$ cat config.mk
export PLATFORM = sky130hd
export DESIGN_NAME = packet_receiver_deframer
export DESIGN_NICKNAME = d
export VERILOG_FILES = /design/src/hw/rtl/prdf_pkg.sv /design/src/hw/rtl/prdf_step.sv /design/src/hw/rtl/packet_receiver_deframer.sv
export SDC_FILE = /design/constraint.sdc
export NUM_CORES = 1
export LEC_CHECK = 0
export ABC_AREA = 1
export BUFFER_PORTS_ARGS = -buffer_cell sky130_fd_sc_hd__buf_2
export CAP_MARGIN = 5
export CORE_ASPECT_RATIO = 1.25
export CORE_MARGIN = 5
export CORE_UTILIZATION = 40
export CTS_BUF_LIST = sky130_fd_sc_hd__clkbuf_8
export CTS_CLUSTER_DIAMETER = 30
export CTS_CLUSTER_SIZE = 20
export DETAILED_ROUTE_END_ITERATION = 12
export PLACE_DENSITY_LB_ADDON = 0.2
export REMOVE_ABC_BUFFERS = 1
export SLEW_MARGIN = 20
export SYNTH_ARGS = -nofsm -noshare
export SYNTH_HDL_FRONTEND = slang
export SYNTH_SLANG_ARGS = --single-unit
$ cat constraint.sdc
create_clock -name clk -period 2.55 [get_ports clk]
set_input_delay 0 -clock clk [delete_from_list [all_inputs] [get_ports clk]]
set_output_delay 0 -clock clk [all_outputs]
set_load 0.01 [all_outputs]
$ cat src/hw/rtl/prdf_pkg.sv
package prdf_pkg;

    localparam logic [7:0]  START_TOKEN   = 8'h01;
    localparam logic [7:0]  END_TOKEN     = 8'hFE;
    localparam logic [7:0]  NODE_ID_RESET = 8'd1;
    localparam logic [15:0] TIMEOUT_RESET = 16'd25000;

    // register indexes on the config port
    localparam int unsigned CFG_INDEX_W = 1;
    localparam logic [CFG_INDEX_W-1:0] CFG_NODE_ID = 1'b0;
    localparam logic [CFG_INDEX_W-1:0] CFG_TIMEOUT = 1'b1;
    localparam int unsigned CFG_DATA_W  = 16;

    // result event codes
    localparam logic [2:0] EV_NONE    = 3'd0;
    localparam logic [2:0] EV_DATA    = 3'd1;
    localparam logic [2:0] EV_ACCEPT  = 3'd2;
    localparam logic [2:0] EV_REJECT  = 3'd3;
    localparam logic [2:0] EV_TIMEOUT = 3'd4;
    localparam logic [2:0] EV_DISCARD = 3'd5;

    typedef enum logic [6:0] {
        ST_WAIT    = 7'b0000001,
        ST_LEN     = 7'b0000010,
        ST_ID      = 7'b0000100,
        ST_CMD     = 7'b0001000,
        ST_PAYLOAD = 7'b0010000,
        ST_CSUM    = 7'b0100000,
        ST_END     = 7'b1000000
    } frame_step_t;

    typedef struct packed {
        frame_step_t step;
        logic [7:0]  sum;
        logic [7:0]  count;
        logic [7:0]  length;
        logic [7:0]  command;
        logic        addressed;
        logic [15:0] idle;
    } rx_state_t;

    typedef struct packed {
        logic       mode;
        logic [7:0] rx_byte;
        logic       transmitting;
    } item_t;

    typedef struct packed {
        logic [2:0] event_res;
        logic [7:0] data_byte;
        logic [7:0] data_index;
        logic [7:0] command_code;
        logic [7:0] payload_length;
    } result_t;

    // receiver restart: length and command are kept
    function automatic rx_state_t rx_restart(input rx_state_t st);
        rx_state_t r;
        r           = st;
        r.step      = ST_WAIT;
        r.sum       = '0;
        r.count     = '0;
        r.addressed = 1'b1;
        r.idle      = '0;
        return r;
    endfunction

endpackage

$ cat src/hw/rtl/prdf_step.sv
module prdf_step (
    input  prdf_pkg::rx_state_t state_cur,
    input  prdf_pkg::item_t     item,
    input  logic [7:0]          node_id,
    input  logic [15:0]         timeout_ticks,
    output prdf_pkg::rx_state_t state_next,
    output prdf_pkg::result_t   res
);
    import prdf_pkg::*;

    logic [16:0] idle_inc;
    logic [7:0]  count_inc;
    logic [7:0]  b;

    assign idle_inc  = {1'b0, state_cur.idle} + 17'd1;
    assign count_inc = state_cur.count + 8'd1;
    assign b         = item.rx_byte;

    always_comb
    begin
        state_next = state_cur;
        res        = '0;
        res.event_res = EV_NONE;
        if (item.mode)
        begin
            // tick: only counts inside a packet and while not transmitting
            if (state_cur.step != ST_WAIT && !item.transmitting)
            begin
                if (idle_inc >= {1'b0, timeout_ticks})
                begin
                    state_next    = rx_restart(state_cur);
                    res.event_res = EV_TIMEOUT;
                end
                else
                begin
                    state_next.idle = idle_inc[15:0];
                end
            end
        end
        else if (item.transmitting)
        begin
            state_next    = rx_restart(state_cur);
            res.event_res = EV_DISCARD;
        end
        else
        begin
            state_next.idle = '0;
            unique case (state_cur.step)
                ST_WAIT:
                begin
                    if (b == START_TOKEN)
                    begin
                        state_next.step = ST_LEN;
                    end
                    else
                    begin
                        state_next    = rx_restart(state_cur);
                        res.event_res = EV_DISCARD;
                    end
                end
                ST_LEN:
                begin
                    state_next.length = b;
                    state_next.sum    = state_cur.sum + b;
                    state_next.step   = ST_ID;
                end
                ST_ID:
                begin
                    if (b == node_id)
                        state_next.sum = state_cur.sum + b;
                    else
                        state_next.addressed = 1'b0;
                    state_next.step = ST_CMD;
                end
                ST_CMD:
                begin
                    if (state_cur.addressed)
                    begin
                        state_next.command = b;
                        state_next.sum     = state_cur.sum + b;
                    end
                    state_next.step = (state_cur.length != 8'd0) ? ST_PAYLOAD : ST_CSUM;
                end
                ST_PAYLOAD:
                begin
                    state_next.count = count_inc;
                    if (count_inc >= state_cur.length)
                        state_next.step = ST_CSUM;
                    if (state_cur.addressed)
                    begin
                        state_next.sum = state_cur.sum + b;
                        res.event_res  = EV_DATA;
                        res.data_byte  = b;
                        res.data_index = state_cur.count;
                    end
                end
                ST_CSUM:
                begin
                    if (b != ~state_cur.sum)
                        state_next.addressed = 1'b0;
                    state_next.step = ST_END;
                end
                ST_END:
                begin
                    if (state_cur.addressed && b == END_TOKEN)
                    begin
                        res.event_res      = EV_ACCEPT;
                        res.command_code   = state_cur.command;
                        res.payload_length = state_cur.length;
                    end
                    else
                    begin
                        res.event_res = EV_REJECT;
                    end
                    state_next = rx_restart(state_next);
                end
                default:
                begin
                    state_next    = rx_restart(state_cur);
                    res.event_res = EV_DISCARD;
                end
            endcase
        end
    end

endmodule

$ cat src/hw/rtl/packet_receiver_deframer.sv
// Channel   Handshake                  Payload   Notes
// item      item_valid / item_ready    item      one byte or one tick per beat
// result    result_valid / result_ready result   one result per item beat
// config    cfg_we                     cfg_index, cfg_data  0 node_id, 1 timeout_ticks
//
// One item beat per cycle; its result shows up the cycle after acceptance.
// Latency is set by the single output register behind the step logic.
// A stalled result holds the output register; item_ready drops only then.
// rst_n (async, active low) returns the frame logic to waiting for a start
// token and loads node_id 1 and timeout_ticks 25000.
module packet_receiver_deframer (
    input  logic                                  clk,
    input  logic                                  rst_n,
    input  logic                                  item_valid,
    output logic                                  item_ready,
    input  prdf_pkg::item_t                       item,
    output logic                                  result_valid,
    input  logic                                  result_ready,
    output prdf_pkg::result_t                     result,
    input  logic                                  cfg_we,
    input  logic [prdf_pkg::CFG_INDEX_W-1:0]      cfg_index,
    input  logic [prdf_pkg::CFG_DATA_W-1:0]       cfg_data
);
    import prdf_pkg::*;

    rx_state_t   state_reg;
    rx_state_t   state_next;
    result_t     result_reg;
    result_t     result_next;
    logic        result_valid_reg;
    logic [7:0]  node_id_reg;
    logic [15:0] timeout_reg;
    logic        item_fire;

    // output register frees up when it is empty or being drained
    assign item_ready   = !result_valid_reg || result_ready;
    assign item_fire    = item_valid && item_ready;
    assign result_valid = result_valid_reg;
    assign result       = result_reg;

    prdf_step u_step (
        .state_cur     (state_reg),
        .item          (item),
        .node_id       (node_id_reg),
        .timeout_ticks (timeout_reg),
        .state_next    (state_next),
        .res           (result_next)
    );

    // config registers
    always_ff @(posedge clk or negedge rst_n)
    begin
        if (!rst_n)
        begin
            node_id_reg <= NODE_ID_RESET;
            timeout_reg <= TIMEOUT_RESET;
        end
        else if (cfg_we)
        begin
            unique case (cfg_index)
                CFG_NODE_ID: node_id_reg <= cfg_data[7:0];
                CFG_TIMEOUT: timeout_reg <= cfg_data;
                default:     ;
            endcase
        end
    end

    // frame state, updated once per accepted beat
    always_ff @(posedge clk or negedge rst_n)
    begin
        if (!rst_n)
        begin
            state_reg.step      <= ST_WAIT;
            state_reg.sum       <= '0;
            state_reg.count     <= '0;
            state_reg.length    <= '0;
            state_reg.command   <= '0;
            state_reg.addressed <= 1'b1;
            state_reg.idle      <= '0;
        end
        else if (item_fire)
        begin
            state_reg <= state_next;
        end
    end

    // output register
    always_ff @(posedge clk or negedge rst_n)
    begin
        if (!rst_n)
        begin
            result_valid_reg <= 1'b0;
        end
        else if (item_ready)
        begin
            result_valid_reg <= item_valid;
        end
    end

    always_ff @(posedge clk)
    begin
        if (item_fire)
            result_reg <= result_next;
    end

    // an accepted beat always lands in the output register
    a_fire_gives_result: assert property (@(posedge clk) disable iff (!rst_n)
        item_fire |=> result_valid)
        else $error("accepted beat produced no result");

    // input stalls only behind a waiting result
    a_stall_only_on_full: assert property (@(posedge clk) disable iff (!rst_n)
        !item_ready |-> result_valid_reg)
        else $error("input stalled with empty output register");

    // no idle count while waiting for a start token
    a_idle_clear_in_wait: assert property (@(posedge clk) disable iff (!rst_n)
        (state_reg.step == ST_WAIT) |-> (state_reg.idle == 16'd0))
        else $error("idle counter running outside a packet");

    // data fields only on payload events
    a_data_only_on_payload: assert property (@(posedge clk) disable iff (!rst_n)
        (result_valid && result.event_res != EV_DATA)
            |-> (result.data_byte == 8'd0 && result.data_index == 8'd0))
        else $error("data fields set on non-payload result");

    // a new frame always starts from an empty checksum
    a_sum_clear_after_restart: assert property (@(posedge clk) disable iff (!rst_n)
        (state_reg.step == ST_LEN) |-> (state_reg.sum == 8'd0 && state_reg.addressed))
        else $error("frame started with stale checksum state");

endmodule

# Word level (Yosys, flattened, before mapping)

Index checks and enable logic that the tools add are counted.

Output and inout port bits: 37
Bits in registers: 116
Word-level logic and storage cells: 102
Input port bits: 32

Equality and inequality tests: 23
$add $sub $neg: 3
Reductions and logical operators: 21
Magnitude comparators: 2
Bitwise logic cells: 9
Multiplexer cells: 29

Operator list:

| cell                                                                    | number |
|---|---|
| 56-bit 2-to-1 mux                                                       | 3 |
| 49-bit 2-to-1 mux                                                       | 1 |
| 7-bit one-hot mux with 6 select lines                                   | 1 |
| 40-bit 2-to-1 mux                                                       | 1 |
| 8-bit one-hot mux with 5 select lines                                   | 1 |
| 16-bit 2-to-1 mux                                                       | 2 |
| 8-bit one-hot mux with 2 select lines                                   | 2 |
| 8-bit 2-to-1 mux                                                        | 3 |
| 8-bit one-hot mux with 3 select lines                                   | 1 |
| 16-bit by 1-bit adder with 17-bit output, second input constant         | 1 |
| 17-bit by 16-bit greater-or-equal comparator with 1-bit output          | 1 |
| 17-bit 2-to-1 mux                                                       | 1 |
| 3-bit 2-to-1 mux                                                        | 5 |
| 7-bit AND reduction                                                     | 2 |
| 4-bit by 3-bit inequality test with 1-bit output, second input constant | 3 |
| 3-bit one-hot mux with 4 select lines                                   | 1 |
| 4-bit OR reduction                                                      | 3 |
| 5-bit AND reduction                                                     | 2 |
| 8-bit by 1-bit adder with 8-bit output, second input constant           | 1 |
| 8-bit adder                                                             | 1 |
| 8-bit by 1-bit == test with 1-bit output, second input constant         | 1 |
| 8-bit == test                                                           | 1 |
| 8-bit == test, second input constant                                    | 1 |
| 8-bit greater-or-equal comparator                                       | 1 |
| 30 further kinds                                                        | 47 |

# Longest topological paths before layout

Gate-level depths: netlist of run 1.

Word-level depth: 6
Depth in mapped cells: 18
Depth with buffers taken out: 18

# Cells and area by module

From an unflattened synthesis of run 1, not the netlist that was laid out.

Cell total of the unflattened synthesis: 1,041
Area total of the unflattened synthesis: 7,641.1 um^2

By module, submodules not included:

| module                   | area an instance (um^2) | times used | seq. area each (um^2) | cells each |
|---|---|---|---|---|
| packet_receiver_deframer | 4,274.1                 | 1          | 3,089.2               | 379 |
| prdf_step                | 3,367.0                 | 1          | 0.0                   | 662 |

# Worst setup path after synthesis of run 1

OpenSTA, ideal clock, no wires.

Path type: register to register
Start point: register state_reg[0] in the netlist's numbering
End point: register state_reg[10] in the netlist's numbering
Arrival time: 2.489 ns
Period minus slack after synthesis: 2.565 ns
Setup time: 0.077 ns
Stages on the path, launching flop included: 19
Path buffers: 1
Data required time: 2.473 ns
Slack: -0.015 ns
Cells stage by stage: dfrtp_1 > ha_1 > nand2_1 > nor2_2 > nand2_2 > nor2_4 > nand2_1 > xor2_1 > ha_1 > nand2_1 > nor2_1 > nand2_1 > nand3_1 > a21oi_1 > nand3_4 > nor2_8 > buf_6 > nand2_1 > o21ai_1

Longest elaborated chain between the ends: 5

Ends and longest elaborated chain:

| element                                                        | RTL line                       | text |
|---|---|---|
| from (decl)                                                    | packet_receiver_deframer.sv:26 | `rx_state_t state_reg;` |
| from (signal assigned)                                         | packet_receiver_deframer.sv:83 | `state_reg <= state_next;` |
| 16-bit by 1-bit adder with 17-bit output (*)                   | prdf_step.sv:15                | `assign idle_inc = {1'b0, state_cur.idle} + 17'd1;` |
| 17-bit by 16-bit greater-or-equal comparator with 1-bit output | prdf_step.sv:29                | `if (idle_inc >= {1'b0, timeout_ticks})` |
| 16-bit 2-to-1 mux (*)                                          | prdf_step.sv:29                |  |
| 56-bit 2-to-1 mux (*)                                          | prdf_step.sv:27                | `if (state_cur.step != ST_WAIT && !item.transmitting)` |
| 56-bit 2-to-1 mux (*)                                          | prdf_step.sv:24                | `if (item.mode)` |

Every way passes the cells marked *; elsewhere a longest branch is shown, timed or not. The select of a mux whose other input is x is not followed.
A chain may end at the register's enable or synchronous reset.

# Final worst setup path of run 1

Start point: register state_reg[0] in the netlist's numbering
End point: register state_reg[38] in the netlist's numbering

Longest elaborated chain between the ends: 4

Ends and longest elaborated chain:

| element                                                           | RTL line |
|---|---|
| 16-bit by 1-bit adder with 17-bit output                          | prdf_step.sv:15 |
| 17-bit by 16-bit greater-or-equal comparator with 1-bit output    | prdf_step.sv:29 |
| 2-bit by 1-bit inequality test with 1-bit output (no source line) | - |
| 5-bit AND reduction (no source line)                              | - |

Every way passes these cells.

==> reports/metrics.yaml, run 1 <==
outcome: "complete, but fails checks"
violations: "negative setup slack"
core_um2: 15600
clock_sinks: 116
synthCells: 768
grt_max_degree: 55
drive_gt1_frac: 0.241
startpoint_type: "flop"
ys_ff_latch: 116
via_count: 5303
gr-usage-all-layers: 0.172
gp_congestion: 0.854
crit_required_ns: 2.94
critPathKind: "flop to flop"
p_per_area_nw_per_um2: 543
die_x_um: 123
clk_path_buf_depth: 2
postRouteAntennaNets: 0
synth_area_um2: 6390
finalSetupViolations: 41
finalHoldViolations: 0
synth_top_area_share: 0.282
via_per_inst: 4.64
skew_ns: 0.00833
avgRoutedWirePerCell_um: 13.1
finalCritPeriodShare: 1.07
whs_ns: 0.0324
use_met2: 0.296
clk_latency_ns: 0.44
cts_buffers: 17
power.leakage_nw: 4.13
finalMaxSlewViolations: 0
grtUsageMet1: 0.208
diodes: 0
slew_headroom: 0.333
yosys_warnings: 0
drtIter0Drc: 256
wl_um: 14900
yosys.area.top_type: "dfrtp_1"
place_hpwl_um: 10700
fin_area_um2: 8280
overflow: 0
die_h_um: 151
grt_pass1_wl_um: 25000
ys_seq_area_frac: 0.483
rsz0062_at_grt: "true"
path_clk_slew_ns: 0.08
grt_pass1_vias: 5256
cts_tree: "yes"
ir_drop_mv: 0.325
largest_reg_flops: 56
fmax_ghz: 0.365
drc: 0
busiest_layer: "met2"
max-cap-violations: 0
die_area_um2: 18600
port_buffers: 68
ys_types: 40
setup_tns_ns: -5.58
tightestPinTransition_ns: 0.999
htreeDepth: 4
avgSynthCellArea_um2: 8.33
drt_pass1_iterations: 4
finalWorstSetupSlack_ns: -0.187
cts.root.buffer_cell: "clkbuf_8"
syn_to_final_growth_pct: 29.5
antenna_found_initial: 0
worstPathMaxFanout: 8
row_count: 51
yosys-top-cells-area: "dfrtp_1 28%, edfxtp_1 16%, nand2_1 12%, inv_1 6.8%, ha_1 6.5%"
start_util: 0.409
arrival_ns: 3.12
met3_usage: 0.0325
final_nets: 984
period_minus_slack_ns: 2.74
ioPinCount: 69
hp-class: "input port to flop"
worstSetupEndpointType: "flop"
dpl_cell_area_um2: 7230
## cell usage after synthesis (all sizes together)
| library cell | number |
|---|---|
| fa | 1 |
| o21ai | 50 |
| nand2 | 200 |
| xor2 | 16 |
| ha | 33 |
| nand3 | 26 |
| and2 | 1 |
| nor2 | 93 |
| nor3 | 23 |
| clkbuf | 5 |
| or2 | 1 |
| xnor2 | 10 |
| dfrtp | 72 |
| nor4 | 8 |
| nand3b | 1 |
| buf | 10 |
| dfstp | 9 |
| nor3b | 4 |
| a21oi | 31 |
| o31ai | 2 |
| o21a | 2 |
| edfxtp | 35 |
| nand4 | 15 |
| inv | 120 |
## through the flow
| stage | std cells | power, mW | util | worst slack, ns |
|---|---|---|---|---|
| 2_1_floorplan | 753 | 2.55 | - | 0.00519 |
| 3_3_place_gp | 1070 | 2.83 | 0.463 | -0.167 |
| 3_5_place_dp | 1070 | 2.84 | 0.463 | -0.201 |
| 4_1_cts | 1135 | 4.49 | 0.511 | -0.192 |
| 5_1_grt | 1143 | 4.76 | 0.530 | -0.434 |
| 6_report | 1143 | 4.50 | 0.530 | -0.187 |
## metal layers
| layer | routed length [um] | vias up | share of wire |
|---|---|---|---|
| li1 | - | 2760 | - |
| met1 | 6590 | 2423 | 0.44 |
| met2 | 7450 | 92 | 0.50 |
| met3 | 524 | 28 | 0.035 |
| met4 | 376 | 0 | 0.025 |
| met5 | 0 | - | 0 |
## where the power goes
part           internal [mW]  total, mW  switching [mW]  leakage, nW
sequential              2.05       2.12          0.0636         1.41
clock                  0.771       1.58           0.814        0.178
combinational          0.335      0.800           0.464         2.55
total                   3.16       4.50            1.34         4.13
## logic make-up (layout without fill, tap and decap cells)
group / after synthesis / in the layout / synth area share
compound gates: 85 / 85 / 0.0704
xor+xnor: 26 / 26 / 0.0356
buf+inv: 135 / 297 / 0.0841
flops: 116 / 116 / 0.483
fa+ha+maj: 34 / 34 / 0.0677
simple gates: 372 / 373 / 0.259
## cell usage in the layout (no fill, tap or decap), types with 10 or more instances in the layout
master,synthesis,routed
a21oi_1,31,27
buf_2,5,67
buf_4,0,42
clkbuf_8,0,17
dfrtp_1,72,72
dlygate4sd3_1,0,29
edfxtp_1,35,35
ha_1,33,30
inv_1,116,116
nand2_1,197,184
nand2_2,2,12
nand3_1,23,19
nand4_1,14,14
nor2_1,85,80
nor3_1,23,22
o21ai_0,44,36
xnor2_1,10,10
xor2_1,16,11
## path summary, 6_finish.rpt
check / cells after the start / startpoint / slack, ns / endpoint
max in group asynchronous: 3 / rst_n / 1.70 / state_reg[49]
min in group asynchronous: 2 / rst_n / 0.16 / timeout_reg[0]
min reg2reg: 2 / state_reg[49] / 0.47 / state_reg[49]
max: 19 / state_reg[0] / -0.19 / state_reg[38]
max reg2reg: 19 / state_reg[0] / -0.19 / state_reg[38]
min: 3 / item[6] / 0.03 / state_reg[30]
## critical path, stage by stage (launching register included)
cell and delay [ns]:
dfrtp_1 0.38, ha_2 0.20, nand2_2 0.07, nor2_4 0.11
nand2_4 0.08, nor2_4 0.11, nand2_2 0.09, xor2_4 0.17
ha_4 0.30, nand2_4 0.05, nor2_4 0.12, nand4_1 0.09
nand2_1 0.09, nand2_2 0.06, nand3_4 0.16, buf_12 0.14
nand3_4 0.06, nor2_4 0.23, nand2_1 0.09, nand2_1 0.06
## area by class of cell
cell class,count,area [um^2]
Timing Repair Buffer,145,1050
Tap cell,212,265
Clock buffer,17,234
Fill cell,1440,7350
Sequential cell,116,3090
Clock inverter,15,136
Multi-Input combinational cell,518,3050
Inverter,120,453
## what timing repair did
action | 4_1_cts | 5_1_grt
endpoints found under the hold margin | 85 | 0
hold buffers | 29 | 0
gates cloned | 1 | 0
setup buffers | 3 | 8
resized for setup | 23 | 44
endpoints found under the setup margin | 41 | 41
pin swaps | 21 | 45
(Power assumes the default switching activity.)
==> run 2: changes to the inputs <==
--- a/config.mk
+++ b/config.mk
@@ -6,7 +6,7 @@
 export NUM_CORES = 1
 export LEC_CHECK = 0
 export ABC_AREA = 1
-export BUFFER_PORTS_ARGS = -buffer_cell sky130_fd_sc_hd__buf_2
+export BUFFER_PORTS_ARGS = -buffer_cell sky130_fd_sc_hd__buf_4
 export CAP_MARGIN = 5
 export CORE_ASPECT_RATIO = 1.25
 export CORE_MARGIN = 5
==> run 2 against run 1 <==
Compared with the run above:
- the flow still finishes with violations (negative setup slack)
- sequential cell count did not move
- sequential power about the same
- final cell count fell by 0.52%
==> reports/metrics.yaml, run 2 (synthesized netlist as in run 1, its figures left out) <==
worstPathMaxFanout: 8
dpl_cell_area_um2: 7380
wl_met3_um: 563
setup_tns_ns: -3.79
crit_required_ns: 2.93
violations: "negative setup slack"
fin_area_um2: 8280
htreeDepth: 4
outcome: "complete, but fails checks"
fmax_ghz: 0.372
startpoint_type: "flop"
worstSetupEndpointType: "flop"
wl_met1_um: 6650
finalCritPeriodShare: 1.05
overflow: 0
path_clk_slew_ns: 0.07
max-cap-violations: 0
largest_reg_flops: 56
die_x_um: 123
gp_congestion: 0.841
finalMaxSlewViolations: 0
mostFrequentLayoutCell: "nand2_1"
critPathBufInv: 1
worstPathCellList: "ha_2, nand2_2, nor2_4, nand2_4, nor2_4, nand2_2, xor2_1, ha_1, a21oi_1, nand3_1, a21oi_2, nand3_4, nand3_1, buf_12, nand2_1, nand2_1"
mostFrequentLayoutCells: "191 x nand2_1, 116 x inv_1, 105 x buf_4"
tightestPinTransition_ns: 0.952
via_per_inst: 4.63
critPathKind: "flop to flop"
port_buffers: 68
cts_tree: "yes"
place_hpwl_um: 10700
max_stage_delay_ns: 0.38
drive_gt1_frac: 0.214
grt_max_degree: 82
via_count: 5268
cts.root.buffer_cell: "clkbuf_8"
postRouteAntennaNets: 0
row_count: 51
final_nets: 978
drc: 0
clk_latency_ns: 0.44
p_per_area_nw_per_um2: 566
finalWorstSetupSlack_ns: -0.137
ir_drop_mv: 0.307
drt_pass1_iterations: 4
antenna_found_initial: 0
diodes: 0
skew_ns: 0.00924
die_h_um: 151
grt_pass1_wl_um: 25600
finalHoldViolations: 0
top_layer: "met4"
drtIter0Drc: 256
syn_to_final_growth_pct: 29.4
arrival_ns: 3.07
core_um2: 15600
finalSetupViolations: 41
ioPinCount: 69
period_minus_slack_ns: 2.69
gr-usage-all-layers: 0.175
grt_pass1_vias: 5199
avgRoutedWirePerCell_um: 13.3
cts_buffers: 17
crit_family: "simple AND/OR/NAND/NOR gates"
clk_path_buf_depth: 2
power.leakage_nw: 4.11
wl_met2_um: 7600
die_area_um2: 18600
start_util: 0.409
wl_um: 15100
clock_sinks: 116
hp-class: "input port to flop"
cpMaxStageDelayCell: "dfrtp_1"
slew_headroom: 0.364
rsz0062_at_grt: "true"
-- run 2: cell types whose count changed in the layout (fill, tap and decap cells not counted), moves of 3 or more --
cell	before	now
nand2_1	184	191
buf_4	42	105
nand3_1	19	22
nand2_2	12	6
xor2_1	11	15
buf_2	67	0
-- run 2: worst paths after layout --
kind,from,endpoint,slack (ns),cells past startpoint
setup / recovery,state_reg[1],state_reg[48],-0.14,16
hold / removal,cfg_we,node_id_reg[0],0.12,4
setup reg to reg,state_reg[1],state_reg[48],-0.14,16
hold reg to reg,state_reg[19],state_reg[19],0.48,2
max in group asynchronous,rst_n,state_reg[38],1.84,2
min in group asynchronous,rst_n,node_id_reg[4],0.19,2
-- run 2: worst reg2reg max path, delay by kind of cell (launching register included) --
| family | cells | cell delay (ns) |
|---|---|---|
| AND/OR/NAND/NOR | 10 | 1.09 |
| adder cells (fa/ha/maj) | 2 | 0.50 |
| flip-flops | 1 | 0.38 |
| AO/OA/AOI/OAI | 2 | 0.34 |
| XOR/XNOR | 1 | 0.19 |
| buffers and inverters | 1 | 0.15 |
-- run 2: area by class of cell --
cell class	instances	area, um^2
clock buffer	17	234
clock inverter	15	183
fill	1471	7360
inverter	120	453
multi-input combinational	518	2900
sequential	116	3090
tap	212	265
timing repair buffer	139	1150
-- run 2: timing repair --
| action | in CTS | in global routing |
|---|---|---|
| gates cloned | 1 | 0 |
| hold buffers | 31 | 0 |
| pin swaps | 19 | 7 |
| resized for setup | 26 | 10 |
| endpoints found under the setup margin | 41 | 41 |
| hold endpoints to repair | 115 | 0 |
| buffers inserted | 2 | 2 |
-- run 2: where the power goes --
part | internal (mW) | switching (mW)
Combinational | 0.328 | 0.451
Sequential | 2.05 | 0.0661
Clock | 0.972 | 0.814
-- run 2: stage by stage --
step / power [mW] / setup WS, ns / hold WS [ns] / util / instances
3_3_place_gp: 2.86 / -0.127 / 0.222 / 0.472 / 1069
2_1_floorplan: 2.55 / 0.00519 / -0.296 / - / 753
6_report: 4.68 / -0.137 / 0.123 / 0.529 / 1137
3_5_place_dp: 2.87 / -0.177 / 0.230 / 0.472 / 1069
5_1_grt: 4.93 / -0.334 / 0.146 / 0.529 / 1137
4_1_cts: 4.71 / -0.135 / 0.0955 / 0.525 / 1135
-- run 2: per-layer routing --
metal,vias up,GRT usage
li1,2745,-
met1,2409,0.218
met2,93,0.302
met3,21,0.0318
met4,0,0.0681
met5,-,0
